==> src/hdl/ptba_pkg.sv <==
package ptba_pkg;

  // map word geometry
  localparam int WORD_W  = 32;
  localparam int WORD_SH = 5;

  // default geometry
  localparam int DEF_POOL_ENTRIES = 1024;
  localparam int DEF_FRAME_BYTES  = 4096;

  // config field widths
  localparam int CNT_CFG_W = 11;
  localparam int ADDR_W    = 32;

  // request codes
  localparam logic [1:0] REQ_ALLOC      = 2'd0;
  localparam logic [1:0] REQ_FREE_INDEX = 2'd1;
  localparam logic [1:0] REQ_FREE_ADDR  = 2'd2;
  localparam logic [1:0] REQ_INIT       = 2'd3;

  // status codes
  localparam logic [2:0] ST_OK            = 3'd0;
  localparam logic [2:0] ST_NONE_FREE     = 3'd1;
  localparam logic [2:0] ST_OUT_OF_RANGE  = 3'd2;
  localparam logic [2:0] ST_MISALIGNED    = 3'd3;
  localparam logic [2:0] ST_BEYOND_POOL   = 3'd4;
  localparam logic [2:0] ST_INVALID_INDEX = 3'd5;
  localparam logic [2:0] ST_ALREADY_FREE  = 3'd6;

  // config register indexes
  localparam logic [1:0] REG_TABLE_COUNT    = 2'd0;
  localparam logic [1:0] REG_RESERVED_COUNT = 2'd1;
  localparam logic [1:0] REG_VIRT_BASE      = 2'd2;
  localparam logic [1:0] REG_PHYS_BASE      = 2'd3;

  // config reset values
  localparam logic [CNT_CFG_W-1:0] RST_TABLE_COUNT    = 11'd1024;
  localparam logic [CNT_CFG_W-1:0] RST_RESERVED_COUNT = 11'd0;
  localparam logic [ADDR_W-1:0]    RST_VIRT_BASE      = 32'hFFC0_0000;
  localparam logic [ADDR_W-1:0]    RST_PHYS_BASE      = 32'h0040_0000;
  localparam logic [ADDR_W-1:0]    ADDR_ALL_ONES      = 32'hFFFF_FFFF;

  typedef struct packed {
    logic                 found;
    logic [WORD_SH-1:0]   pos;
  } zero_pos_t;

  // bits of the word starting at entry lo whose entry index is below n
  function automatic logic [WORD_W-1:0] row_mask(input logic [31:0] n, input logic [31:0] lo);
    logic [31:0] span;
    span = n - lo;
    if (n <= lo) begin
      return '0;
    end else if (span >= 32'(WORD_W)) begin
      return '1;
    end else begin
      return (32'h1 << span[WORD_SH-1:0]) - 32'h1;
    end
  endfunction

  // lowest clear bit of a word
  function automatic zero_pos_t first_zero(input logic [WORD_W-1:0] w);
    zero_pos_t r;
    r = '0;
    for (int j = WORD_W - 1; j >= 0; j--) begin
      if (!w[j]) begin
        r.found = 1'b1;
        r.pos   = WORD_SH'(j);
      end
    end
    return r;
  endfunction

endpackage

==> src/hdl/page_table_bitmap_allocator.sv <==
// channel    direction  ports                                         handshake
// request    in         req_type_i, table_index_i, virtual_address_i  start & !busy
// result     out        status_o, entry_index_o, frame_address_o,     done strobe
//                       used_count_o
// config     in         cfg_index_i, cfg_data_i                       cfg_we_i
//
// allocate scans the map one 32-entry row per cycle, bound by the single read port
// of the map memory.
// initialize writes one row per cycle.
// free passes through decode, row read and update; a request rejected at decode ends there.
// reset marks every entry free at once through per-row valid bits; no clear pass.
// the result is shown for one cycle with done_o; the receiver cannot stall it.
module page_table_bitmap_allocator #(
  parameter int POOL_ENTRIES = ptba_pkg::DEF_POOL_ENTRIES,
  parameter int FRAME_BYTES  = ptba_pkg::DEF_FRAME_BYTES
) (
  input  logic        clk_i,
  input  logic        rst_ni,
  input  logic        start,
  output logic        busy,
  input  logic [1:0]  req_type_i,
  input  logic [9:0]  table_index_i,
  input  logic [31:0] virtual_address_i,
  output logic        done_o,
  output logic [2:0]  status_o,
  output logic [9:0]  entry_index_o,
  output logic [31:0] frame_address_o,
  output logic [10:0] used_count_o,
  input  logic        cfg_we_i,
  input  logic [1:0]  cfg_index_i,
  input  logic [31:0] cfg_data_i
);
  import ptba_pkg::*;

  localparam int ROWS  = (POOL_ENTRIES + WORD_W - 1) / WORD_W;
  localparam int ROW_W = (ROWS > 1) ? $clog2(ROWS) : 1;
  localparam int CNT_W = $clog2(POOL_ENTRIES + 1);
  localparam int FB_SH = $clog2(FRAME_BYTES);
  localparam int IDX_W = ROW_W + WORD_SH;
  localparam logic [ROW_W-1:0] LAST_ROW = ROW_W'(ROWS - 1);

  localparam logic [2:0] S_IDLE     = 3'd0;
  localparam logic [2:0] S_DECODE   = 3'd1;
  localparam logic [2:0] S_SCAN     = 3'd2;
  localparam logic [2:0] S_INIT     = 3'd3;
  localparam logic [2:0] S_FREE_CHK = 3'd4;

  logic [2:0]           state_q, state_d;
  logic [1:0]           req_q;
  logic [9:0]           tidx_q;
  logic [ADDR_W-1:0]    vaddr_q;
  logic [ROW_W-1:0]     row_q, row_d;
  logic [ROW_W-1:0]     chk_row_q, chk_row_d;
  logic [IDX_W-1:0]     idx_q, idx_d;
  logic [CNT_W-1:0]     cnt_q, cnt_d;
  logic                 done_q, done_d;
  logic [2:0]           status_q, status_d;
  logic [9:0]           entry_q, entry_d;
  logic [ADDR_W-1:0]    frame_q, frame_d;

  logic [CNT_CFG_W-1:0] table_count_q;
  logic [CNT_CFG_W-1:0] reserved_count_q;
  logic [ADDR_W-1:0]    virt_base_q;
  logic [ADDR_W-1:0]    phys_base_q;

  logic [CNT_W-1:0]     tc, rc;
  logic [31:0]          off32;
  logic [IDX_W-1:0]     free_idx;
  logic [ROW_W-1:0]     rd_addr;
  logic [WORD_W-1:0]    rd_data;
  logic                 wr_en;
  logic [ROW_W-1:0]     wr_addr;
  logic [WORD_W-1:0]    wr_data;
  logic [WORD_W-1:0]    scan_word;
  zero_pos_t            zp;
  logic [IDX_W-1:0]     found_idx;
  logic [31:0]          ent32;
  logic [31:0]          cnt32;

  assign busy = (state_q != S_IDLE);

  // effective pool and reserved sizes
  assign tc = (32'(table_count_q) > 32'(POOL_ENTRIES)) ? CNT_W'(POOL_ENTRIES)
                                                        : CNT_W'(table_count_q);
  assign rc = (32'(reserved_count_q) > 32'(POOL_ENTRIES)) ? CNT_W'(POOL_ENTRIES)
                                                           : CNT_W'(reserved_count_q);

  // entry addressed by a free request
  assign off32    = (vaddr_q - virt_base_q) >> FB_SH;
  assign free_idx = (req_q == REQ_FREE_INDEX) ? IDX_W'(tidx_q) : IDX_W'(off32);

  // scan unit: lowest free entry of the row under check
  assign scan_word = rd_data | ~row_mask(32'(tc), 32'(chk_row_q) << WORD_SH);
  assign zp        = first_zero(scan_word);
  assign found_idx = {chk_row_q, zp.pos};

  // map read address
  always_comb begin
    if (state_q == S_DECODE) begin
      rd_addr = (req_q == REQ_ALLOC) ? '0 : free_idx[IDX_W-1:WORD_SH];
    end else begin
      rd_addr = row_q;
    end
  end

  ptba_map #(
    .ROWS  (ROWS),
    .ROW_W (ROW_W)
  ) u_map (
    .clk_i     (clk_i),
    .rst_ni    (rst_ni),
    .rd_addr_i (rd_addr),
    .rd_data_o (rd_data),
    .wr_en_i   (wr_en),
    .wr_addr_i (wr_addr),
    .wr_data_i (wr_data)
  );

  // sequencer
  always_comb begin
    state_d   = state_q;
    row_d     = row_q;
    chk_row_d = chk_row_q;
    idx_d     = idx_q;
    cnt_d     = cnt_q;
    done_d    = 1'b0;
    status_d  = status_q;
    entry_d   = entry_q;
    frame_d   = frame_q;
    wr_en     = 1'b0;
    wr_addr   = row_q;
    wr_data   = '0;
    ent32     = '0;
    unique case (state_q)
      S_IDLE: begin
        if (start) begin
          state_d = S_DECODE;
        end
      end
      S_DECODE: begin
        unique case (req_q)
          REQ_ALLOC: begin
            chk_row_d = '0;
            row_d     = (LAST_ROW == '0) ? '0 : ROW_W'(1);
            state_d   = S_SCAN;
          end
          REQ_FREE_INDEX: begin
            if (32'(tidx_q) >= 32'(tc)) begin
              done_d   = 1'b1;
              status_d = ST_INVALID_INDEX;
              entry_d  = tidx_q;
              frame_d  = '0;
              state_d  = S_IDLE;
            end else begin
              idx_d   = free_idx;
              state_d = S_FREE_CHK;
            end
          end
          REQ_FREE_ADDR: begin
            done_d   = 1'b1;
            entry_d  = '0;
            frame_d  = '0;
            state_d  = S_IDLE;
            if (vaddr_q < virt_base_q || vaddr_q == ADDR_ALL_ONES) begin
              status_d = ST_OUT_OF_RANGE;
            end else if ((vaddr_q & 32'(FRAME_BYTES - 1)) != '0) begin
              status_d = ST_MISALIGNED;
            end else if (off32 >= 32'(tc)) begin
              status_d = ST_BEYOND_POOL;
            end else begin
              done_d  = 1'b0;
              idx_d   = free_idx;
              state_d = S_FREE_CHK;
            end
          end
          default: begin
            row_d   = '0;
            cnt_d   = rc;
            state_d = S_INIT;
          end
        endcase
      end
      S_SCAN: begin
        chk_row_d = row_q;
        if (row_q != LAST_ROW) begin
          row_d = row_q + ROW_W'(1);
        end
        if (zp.found) begin
          wr_en    = 1'b1;
          wr_addr  = chk_row_q;
          wr_data  = rd_data | (WORD_W'(1) << zp.pos);
          cnt_d    = cnt_q + CNT_W'(1);
          ent32    = 32'(found_idx);
          done_d   = 1'b1;
          status_d = ST_OK;
          entry_d  = ent32[9:0];
          frame_d  = phys_base_q + (32'(found_idx) << FB_SH);
          state_d  = S_IDLE;
        end else if (chk_row_q == LAST_ROW) begin
          done_d   = 1'b1;
          status_d = ST_NONE_FREE;
          entry_d  = '0;
          frame_d  = '0;
          state_d  = S_IDLE;
        end
      end
      S_INIT: begin
        wr_en   = 1'b1;
        wr_addr = row_q;
        wr_data = row_mask(32'(rc), 32'(row_q) << WORD_SH);
        if (row_q == LAST_ROW) begin
          done_d   = 1'b1;
          status_d = ST_OK;
          entry_d  = '0;
          frame_d  = '0;
          state_d  = S_IDLE;
        end else begin
          row_d = row_q + ROW_W'(1);
        end
      end
      S_FREE_CHK: begin
        ent32   = 32'(idx_q);
        entry_d = ent32[9:0];
        done_d  = 1'b1;
        state_d = S_IDLE;
        if (!rd_data[idx_q[WORD_SH-1:0]]) begin
          status_d = ST_ALREADY_FREE;
          frame_d  = '0;
        end else begin
          wr_en    = 1'b1;
          wr_addr  = idx_q[IDX_W-1:WORD_SH];
          wr_data  = rd_data & ~(WORD_W'(1) << idx_q[WORD_SH-1:0]);
          cnt_d    = cnt_q - CNT_W'(1);
          status_d = ST_OK;
          frame_d  = phys_base_q + (32'(idx_q) << FB_SH);
        end
      end
      default: begin
        state_d = S_IDLE;
      end
    endcase
  end

  // control registers
  always_ff @(posedge clk_i or negedge rst_ni) begin
    if (!rst_ni) begin
      state_q <= S_IDLE;
      cnt_q   <= '0;
      done_q  <= 1'b0;
    end else begin
      state_q <= state_d;
      cnt_q   <= cnt_d;
      done_q  <= done_d;
    end
  end

  // item and sequencer payload
  always_ff @(posedge clk_i) begin
    if (start && !busy) begin
      req_q   <= req_type_i;
      tidx_q  <= table_index_i;
      vaddr_q <= virtual_address_i;
    end
    row_q     <= row_d;
    chk_row_q <= chk_row_d;
    idx_q     <= idx_d;
    status_q  <= status_d;
    entry_q   <= entry_d;
    frame_q   <= frame_d;
  end

  // config registers
  always_ff @(posedge clk_i or negedge rst_ni) begin
    if (!rst_ni) begin
      table_count_q    <= RST_TABLE_COUNT;
      reserved_count_q <= RST_RESERVED_COUNT;
      virt_base_q      <= RST_VIRT_BASE;
      phys_base_q      <= RST_PHYS_BASE;
    end else if (cfg_we_i) begin
      unique case (cfg_index_i)
        REG_TABLE_COUNT:    table_count_q    <= cfg_data_i[CNT_CFG_W-1:0];
        REG_RESERVED_COUNT: reserved_count_q <= cfg_data_i[CNT_CFG_W-1:0];
        REG_VIRT_BASE:      virt_base_q      <= cfg_data_i;
        REG_PHYS_BASE:      phys_base_q      <= cfg_data_i;
        default: begin
        end
      endcase
    end
  end

  // result ports
  assign cnt32           = 32'(cnt_q);
  assign done_o          = done_q;
  assign status_o        = status_q;
  assign entry_index_o   = entry_q;
  assign frame_address_o = frame_q;
  assign used_count_o    = cnt32[10:0];

endmodule

==> src/hdl/ptba_map.sv <==
module ptba_map #(
  parameter int ROWS  = 32,
  parameter int ROW_W = 5
) (
  input  logic                        clk_i,
  input  logic                        rst_ni,
  input  logic [ROW_W-1:0]            rd_addr_i,
  output logic [ptba_pkg::WORD_W-1:0] rd_data_o,
  input  logic                        wr_en_i,
  input  logic [ROW_W-1:0]            wr_addr_i,
  input  logic [ptba_pkg::WORD_W-1:0] wr_data_i
);
  import ptba_pkg::*;

  logic [WORD_W-1:0] mem_q [ROWS];
  logic [ROWS-1:0]   row_valid_q;

  // row storage
  always_ff @(posedge clk_i) begin
    if (wr_en_i) begin
      mem_q[wr_addr_i] <= wr_data_i;
    end
  end

  // rows never written read as all free
  always_ff @(posedge clk_i or negedge rst_ni) begin
    if (!rst_ni) begin
      row_valid_q <= '0;
    end else if (wr_en_i) begin
      row_valid_q[wr_addr_i] <= 1'b1;
    end
  end

  // registered read
  always_ff @(posedge clk_i) begin
    rd_data_o <= row_valid_q[rd_addr_i] ? mem_q[rd_addr_i] : '0;
  end

endmodule
==> config.mk <==
export PLATFORM = sky130hd
export DESIGN_NAME = page_table_bitmap_allocator
export DESIGN_NICKNAME = d
export VERILOG_FILES = /design/src/hdl/ptba_pkg.sv /design/src/hdl/page_table_bitmap_allocator.sv /design/src/hdl/ptba_map.sv
export SDC_FILE = /design/constraint.sdc
export NUM_CORES = 2
export LEC_CHECK = 0
export BUFFER_PORTS_ARGS = -buffer_cell sky130_fd_sc_hd__buf_2
export CORE_AREA = 2 2 315 317
export CTS_BUF_LIST = sky130_fd_sc_hd__clkbuf_2
export DETAILED_ROUTE_END_ITERATION = 6
export DIE_AREA = 0 0 317 319
export PLACE_DENSITY = 0.79
export SLEW_MARGIN = 30
export SYNTH_ARGS = -nofsm -noshare
export SYNTH_HDL_FRONTEND = slang
export SYNTH_HIERARCHICAL = 1
export SYNTH_SLANG_ARGS = --single-unit
==> constraint.sdc <==
create_clock -name clk_i -period 7 [get_ports clk_i]
set_clock_uncertainty 0.15 [all_clocks]
set_input_delay 1.4 -clock clk_i [delete_from_list [all_inputs] [get_ports clk_i]]
set_output_delay 1.4 -clock clk_i [all_outputs]
set_load 0.05 [all_outputs]
== Word-level counts from Yosys, hierarchy flattened ==
Memory sizes are Yosys's and may differ from the RTL's. A register that Yosys moved wholly into a read port is not among the register bits.
Index checks and enable logic that the tools add are counted.

* Bitwise gates (word level): 6
* Multiplexer cells: 114
* Eq/ne operators: 30
* Reductions and logical operators: 28
* $add $sub $neg: 10
* Shift-type cells: 4
* Magnitude comparators: 13

{| class="wikitable"
|+ Operator list
! operator !! number
|-
| $mux 32 || 11
|-
| $mux 6 || 32
|-
| $pmux 32 s4 || 1
|-
| $shl 1x5->32 const A || 4
|-
| $or 32x32->32 || 3
|-
| $pmux 32 s3 || 1
|-
| $mux 10 || 9
|-
| $add 32x22->32 || 2
|-
| $ge 32x6->1 const B || 2
|-
| $not 32->32 || 2
|-
| $pmux 32 s2 || 1
|-
| $sub 32x1->32 const B || 2
|-
| $mux 11 || 5
|-
| $mux 3 || 15
|-
| $pmux 10 s2 || 2
|-
| $pmux 10 s4 || 1
|-
| $mux 5 || 7
|-
| $pmux 11 s3 || 1
|-
| $and 32x32->32 || 1
|-
| $eq 32x32->1 const B || 1
|-
| $lt 32x32->1 || 1
|-
| $reduce_bool 32->1 || 1
|-
| $sub 32x32->32 || 1
|-
| $pmux 5 s2 || 3
|-
| 46 further kinds || 96
|}

* Output and inout port bits: 58
* Bits in writable memories: 1,024
* Memories: 1
* Input port bits: 82
* Bits in registers: 242
* Word-level logic and storage cells: 223

{| class="wikitable"
|+ Memory list
! name !! words !! bits a word !! rd ports !! clocked after memory_dff !! wr ports !! RTL line !! text
|-
| u_map.mem_q || 32 || 32 || 1 || 1 || 1 || ptba_map.sv:15 || <nowiki>logic [WORD_W-1:0] mem_q [ROWS];</nowiki>
|}

== Depth between registers and ports, before layout ==
* Depth after elaboration: 48
* Depth in mapped cells: 31
* Mapped depth without buffers: 27

== Modules after synthesis ==
Netlist, hierarchy kept.

{| class="wikitable"
|+ By module, submodules not included
! module !! area an instance (µm²) !! cells an instance !! seq. area each (µm²) !! instances
|-
| ptba_map || 41,741.3 || 2,091 || 32,190.9 || 1
|-
| page_table_bitmap_allocator || 15,574.9 || 1,670 || 5,815.6 || 1
|}

== Worst setup path after synthesis ==
Ideal clock, no wire load.

* Kind: register to register
* From: reg table_count_q[10]
* To: mem u_map.mem_q[12][0] (enable)
* Stages on the path, launching flop included: 26
* Arrival time: 7.103 ns
* Path buffers: 7
* Slack: -0.676 ns
* Cells stage by stage: dfstp_2 -> buf_4 -> clkbuf_1 -> inv_1 -> buf_1 -> nand2_1 -> inv_1 -> ha_1 -> nor4bb_4 -> or4_4 -> a31oi_2 -> o221a_2 -> buf_4 -> buf_6 -> a41oi_1 -> o41ai_1 -> nand3_1 -> nor2b_1 -> nor3b_2 -> nor3_1 -> clkbuf_1 -> and2_1 -> a221o_1 -> or3b_2 -> clkbuf_1 -> nor2_1

{| class="wikitable"
|+ RTL lines
! item !! RTL line !! text
|-
| from (decl) || page_table_bitmap_allocator.sv:61 || <nowiki>logic [CNT_CFG_W-1:0] table_count_q;</nowiki>
|-
| from (signal assigned) || page_table_bitmap_allocator.sv:281 || <nowiki>REG_TABLE_COUNT: table_count_q <= cfg_data_i[CNT_CFG_W-1:0];</nowiki>
|-
| $gt 11x11->1 || page_table_bitmap_allocator.sv:83 || <nowiki>assign tc = (32'(table_count_q) > 32'(POOL_ENTRIES)) ? CNT_W'(POOL_ENTRIES)</nowiki>
|-
| $mux 11 * || page_table_bitmap_allocator.sv:83 ||
|-
| $sub 11x10->12 || ptba_pkg.sv:51 || <nowiki>span = n - lo;</nowiki>
|-
| $shl 1x5->32 || ptba_pkg.sv:57 || <nowiki>return (32'h1 << span[WORD_SH-1:0]) - 32'h1;</nowiki>
|-
| $sub 32x1->32 || ptba_pkg.sv:57 ||
|-
| $mux 32 || ptba_pkg.sv:54 || <nowiki>end else if (span >= 32'(WORD_W)) begin</nowiki>
|-
| $mux 32 * || ptba_pkg.sv:52 || <nowiki>if (n <= lo) begin</nowiki>
|-
| $not 32->32 * || page_table_bitmap_allocator.sv:93 || <nowiki>assign scan_word = rd_data | ~row_mask(32'(tc), 32'(chk_row_q) << WORD_SH);</nowiki>
|-
| $or 32x32->32 * || page_table_bitmap_allocator.sv:93 ||
|-
| $mux 6 (31 in series) || ptba_pkg.sv:66 || <nowiki>if (!w[j]) begin</nowiki>
|-
| $mux 6 * || ptba_pkg.sv:66 ||
|-
| $mux 5 * || page_table_bitmap_allocator.sv:188 || <nowiki>if (zp.found) begin</nowiki>
|-
| $pmux 5 s2 * || page_table_bitmap_allocator.sv:134 || <nowiki>unique case (state_q)</nowiki>
|-
| net wr_addr[0] || page_table_bitmap_allocator.sv:72 || <nowiki>logic [ROW_W-1:0] wr_addr;</nowiki>
|-
| to (decl) || ptba_map.sv:15 ||
|}

Mark *: on every way through the listed nets, which the timed path passes. The rest lies on a longest branch.

== Worst setup path in the final report ==
* From: reg table_count_q[10]
* To: reg frame_q[31], in the netlist frame_address_o[31] (data pin)

* Word-level cells in the longest chain between the ends: 44

{| class="wikitable"
|+ Ends and longest elaborated chain
! item !! RTL line !! text
|-
| $gt 11x11->1 || page_table_bitmap_allocator.sv:83 ||
|-
| $mux 11 * || page_table_bitmap_allocator.sv:83 ||
|-
| $sub 11x10->12 || ptba_pkg.sv:51 ||
|-
| $shl 1x5->32 || ptba_pkg.sv:57 ||
|-
| $sub 32x1->32 || ptba_pkg.sv:57 ||
|-
| $mux 32 || ptba_pkg.sv:54 ||
|-
| $mux 32 * || ptba_pkg.sv:52 ||
|-
| $not 32->32 * || page_table_bitmap_allocator.sv:93 ||
|-
| $or 32x32->32 * || page_table_bitmap_allocator.sv:93 ||
|-
| $mux 6 (31 in series) || ptba_pkg.sv:66 ||
|-
| $mux 6 * || ptba_pkg.sv:66 ||
|-
| $add 32x22->32 || page_table_bitmap_allocator.sv:197 || <nowiki>frame_d = phys_base_q + (32'(found_idx) << FB_SH);</nowiki>
|-
| $mux 32 * || page_table_bitmap_allocator.sv:188 ||
|-
| $pmux 32 s4 * || page_table_bitmap_allocator.sv:134 ||
|-
| net frame_d[31] || page_table_bitmap_allocator.sv:59 || <nowiki>logic [ADDR_W-1:0] frame_q, frame_d;</nowiki>
|-
| to (signal assigned) || page_table_bitmap_allocator.sv:269 || <nowiki>frame_q <= frame_d;</nowiki>
|-
| to (decl) || page_table_bitmap_allocator.sv:59 ||
|}

Marks and branches as above.
A chain may end at the register's enable or synchronous reset.

==> flow_summary.yaml <==
power:
  pwr-share-clk: 0.182
  pwr-share-comb: 0.447
  swShare: 0.412
  power_leakage_uw: 0.0237
  power.density_nw_per_um2: 428
  p_sw_uw: 11400
  seqPwrFrac: 0.371
  vdd_drop_max_mv: 0.426
  p_int_uw: 16300
worst_setup_path:
  critPathSlowestCell: "dfstp_2"
  arrival_ps: 7770
  startpoint_type: "register"
  slowest_delay_ps: 570
  critPathMaxFanout: 15
  crit_top_cell: "a21oi_1"
  crit_path_end_kind: "register"
  crit_path_start: "table_count_q[10]"
  path_class: "reg2reg"
  worst-r2r-setup-slack_ps: 220
  required_ps: 7990
  r2r-start: "table_count_q[10]"
route:
  drt_iter0_markers: 4718
  wl_per_cell_um: 27.1
  dr.pass1.iters: 6
  drc: 0
  postRouteAntennaNets: 0
  wirelength_mm: 157
  via_per_inst: 6.42
  vias: 37200
die:
  fp.dieArea_um2: 101000
  die_w_um: 317
  core-area_um2: 97700
  row_count: 115
  die_y_um: 319
  ios: 140
  start_util: 0.587
worst_hold_path:
  min-delay-start: "cfg_data_i[3]"
  hp-class: "in2reg"
synthesis:
  synth_seq_cells: 1298
  async_reset_ff_frac: 0.102
  synth-edff-count: 1133
  syn_area_per_cell_um2: 15.2
  synth_cell_types: 98
  synth_warnings: 6
  synthesis.area_um2: 57300
  ys.flop_type: "edfxtp_1"
  synth_fp_nets: 3940
  seq_area_frac_synth: 0.663
  syn-instance-count: 3761
timing:
  rsz0062_at_grt: "no"
  fin_crit_ps: 6780
  tns_ps: 0
  worstMarginPinSlew_ps: 1010
  relSlewSlack: 0.329
  fmax_mhz: 148
  layout_setup_ws_ps: 221
  hold_ws_ps: 132
  finalHoldViolations: 0
  setup_viol: 0
  fin_crit_sh: 0.968
  drv_slew: 0
layout:
  register_area_um2: 38000
  layout-drive-gt1-share: 0.276
  multi_input_area_um2: 18300
  num-nets-final: 4462
  areaGrowthSynthToFinish_pct: 12.7
  fillers: 6691
clock_tree:
  root_buffer: "clkbuf_2"
  cts_sinks: 1298
  cts_tree: "yes"
  clkTransAtPathRegs_ps: 150
  cts_buffers: 332
  clk_path_buf_depth: 4
  clk_latency_ps: 1650
  ctsHtreeMaxLevel: 5
global_routing:
  antenna_found_initial: 8
  grt_max_degree: 111
  grt_pass1_vias: 37600
  grt_pass1_wl_mm: 232
  grt_use_total: 0.311
  grt_overflow: 0
job:
  cap_violations: 0
placement:
  port_buffers: 139
  hpwl_mm: 101
  gp_congestion: 0.994
  preCtsSetupSlack_ps: 266
status:
  outcome: "complete, no violations"
stage by stage:
step                instances  power (uW)  cell area (um2)   util
finish                   5797       27700            64600  0.661
floorplan                3761       18700            57400      -
global route             5797       28900            64600  0.661
global placement         5155       22300            60800  0.622
CTS                      5786       27600            64500  0.660
detailed placement       5158       22500            60900  0.623
kinds of logic (layout without fill, tap and decap cells):
group                    Yosys count  after routing  synth area share
adder cells (fa/ha/maj)          101            101            0.0224
other                              0              7                 0
buffers and inverters            306           1048            0.0267
multiplexers                     506            506             0.122
AND/OR/NAND/NOR                  718            718            0.0654
AO/OA/AOI/OAI                    788            788            0.0940
XOR/XNOR                          44             44           0.00672
flip-flops                      1298           1298             0.663
placed cells by master, fill, tap and decap left out, drive strengths merged, types with 15 or more instances in the layout:
master	netlist	routed
a21o	33	33
a21oi	183	183
a221oi	133	133
a22oi	38	38
a31oi	32	32
and2	25	25
and3	52	52
buf	107	330
clkbuf	109	486
clkinv	1	54
dfrtp	121	121
dfxtp	32	32
dlygate4sd3	0	74
edfxtp	1133	1133
ha	93	93
inv	89	94
mux2	97	97
mux2i	266	266
mux4	143	143
nand2	88	88
nand2b	27	27
nand3	69	69
nand4	15	15
nor2	199	199
nor2b	45	45
nor3	70	70
nor4	15	15
o21a	26	26
o21ai	183	183
o21bai	15	15
o221ai	20	20
or2	50	50
or3	18	18
xnor2	33	33
cell usage after synthesis, drive strengths merged (15+ instances only):
cell	number	area (um2)
o221ai	20	175
nor2b	45	289
a21oi	183	916
nand4	15	109
nor3	70	350
o21bai	15	113
nor4	15	93.8
nand2	88	330
and2	25	156
mux2	97	1090
a22oi	38	285
nand2b	27	169
inv	89	334
dfxtp	32	641
o21ai	183	916
mux4	143	3220
o21a	26	195
xnor2	33	289
a221oi	133	1210
dfrtp	121	3030
a21o	33	248
clkbuf	109	409
and3	52	330
buf	107	781
nor2	199	747
or3	18	118
nand3	69	350
mux2i	266	2660
or2	50	313
a31oi	32	221
edfxtp	1133	34000
ha	93	1160
flip-flops by register name, indices dropped and copies added (netlist names), 32 cells and up:
signal / count
vaddr_q: 32
frame_address_o: 32
u_map/row_valid_q: 32
phys_base_q: 32
virt_base_q: 32
u_map/rd_data_o: 32
u_map/mem_q: 1024
area by class of cell:
cell class,instances,share of cell area
Clock buffer,486,0.0377
Clock inverter,68,0.00707
Inverter,90,0.00523
Timing Repair Buffer,404,0.0526
Antenna cell,7,0.000271
Tap cell,1287,0.0249
Sequential cell,1298,0.588
Multi-Input combinational cell,2157,0.284
power groups by stage:
stage | Sequential [uW] | Clock (uW) | Combinational (uW)
floorplan | 10700 | 0 | 8000
global placement | 10400 | 0 | 11900
detailed placement | 10400 | 0 | 12100
CTS | 10200 | 5140 | 12200
global route | 10300 | 5540 | 13100
finish | 10300 | 5040 | 12400
critical path: cells and delay by family (launching register included):
kind / cells / cell delay, ps
flip-flops: 1 / 570
AND/OR/NAND/NOR: 7 / 1660
adder cells (fa/ha/maj): 2 / 590
buffers and inverters: 5 / 660
AO/OA/AOI/OAI: 13 / 2810
path summary, 6_finish.rpt:
kind                                         end  cells after the start
max in group asynchronous        phys_base_q[14]                      3
min in group asynchronous   u_map/row_valid_q[2]                      2
setup / recovery             frame_address_o[31]                     27
hold reg to reg            u_map/row_valid_q[14]                      1
setup reg to reg             frame_address_o[31]                     27
hold / removal               reserved_count_q[3]                      2
per-layer routing:
| metal | GRT usage | wire length, um | vias to the layer above |
|---|---|---|---|
| met5 | 0 | 24 | - |
| met3 | 0.0613 | 15200 | 420 |
| met4 | 0.160 | 7890 | 4 |
| li1 | - | - | 16200 |
| met1 | 0.404 | 58000 | 18300 |
| met2 | 0.500 | 75800 | 2274 |
what timing repair did:
item,4_1_cts,5_1_grt
hold endpoints to repair,170,0
endpoints found under the setup margin,0,33
gates resized for setup,0,2
hold buffers,74,0
buffers inserted,0,3
No activity file was read; power rests on OpenSTA's default activity.
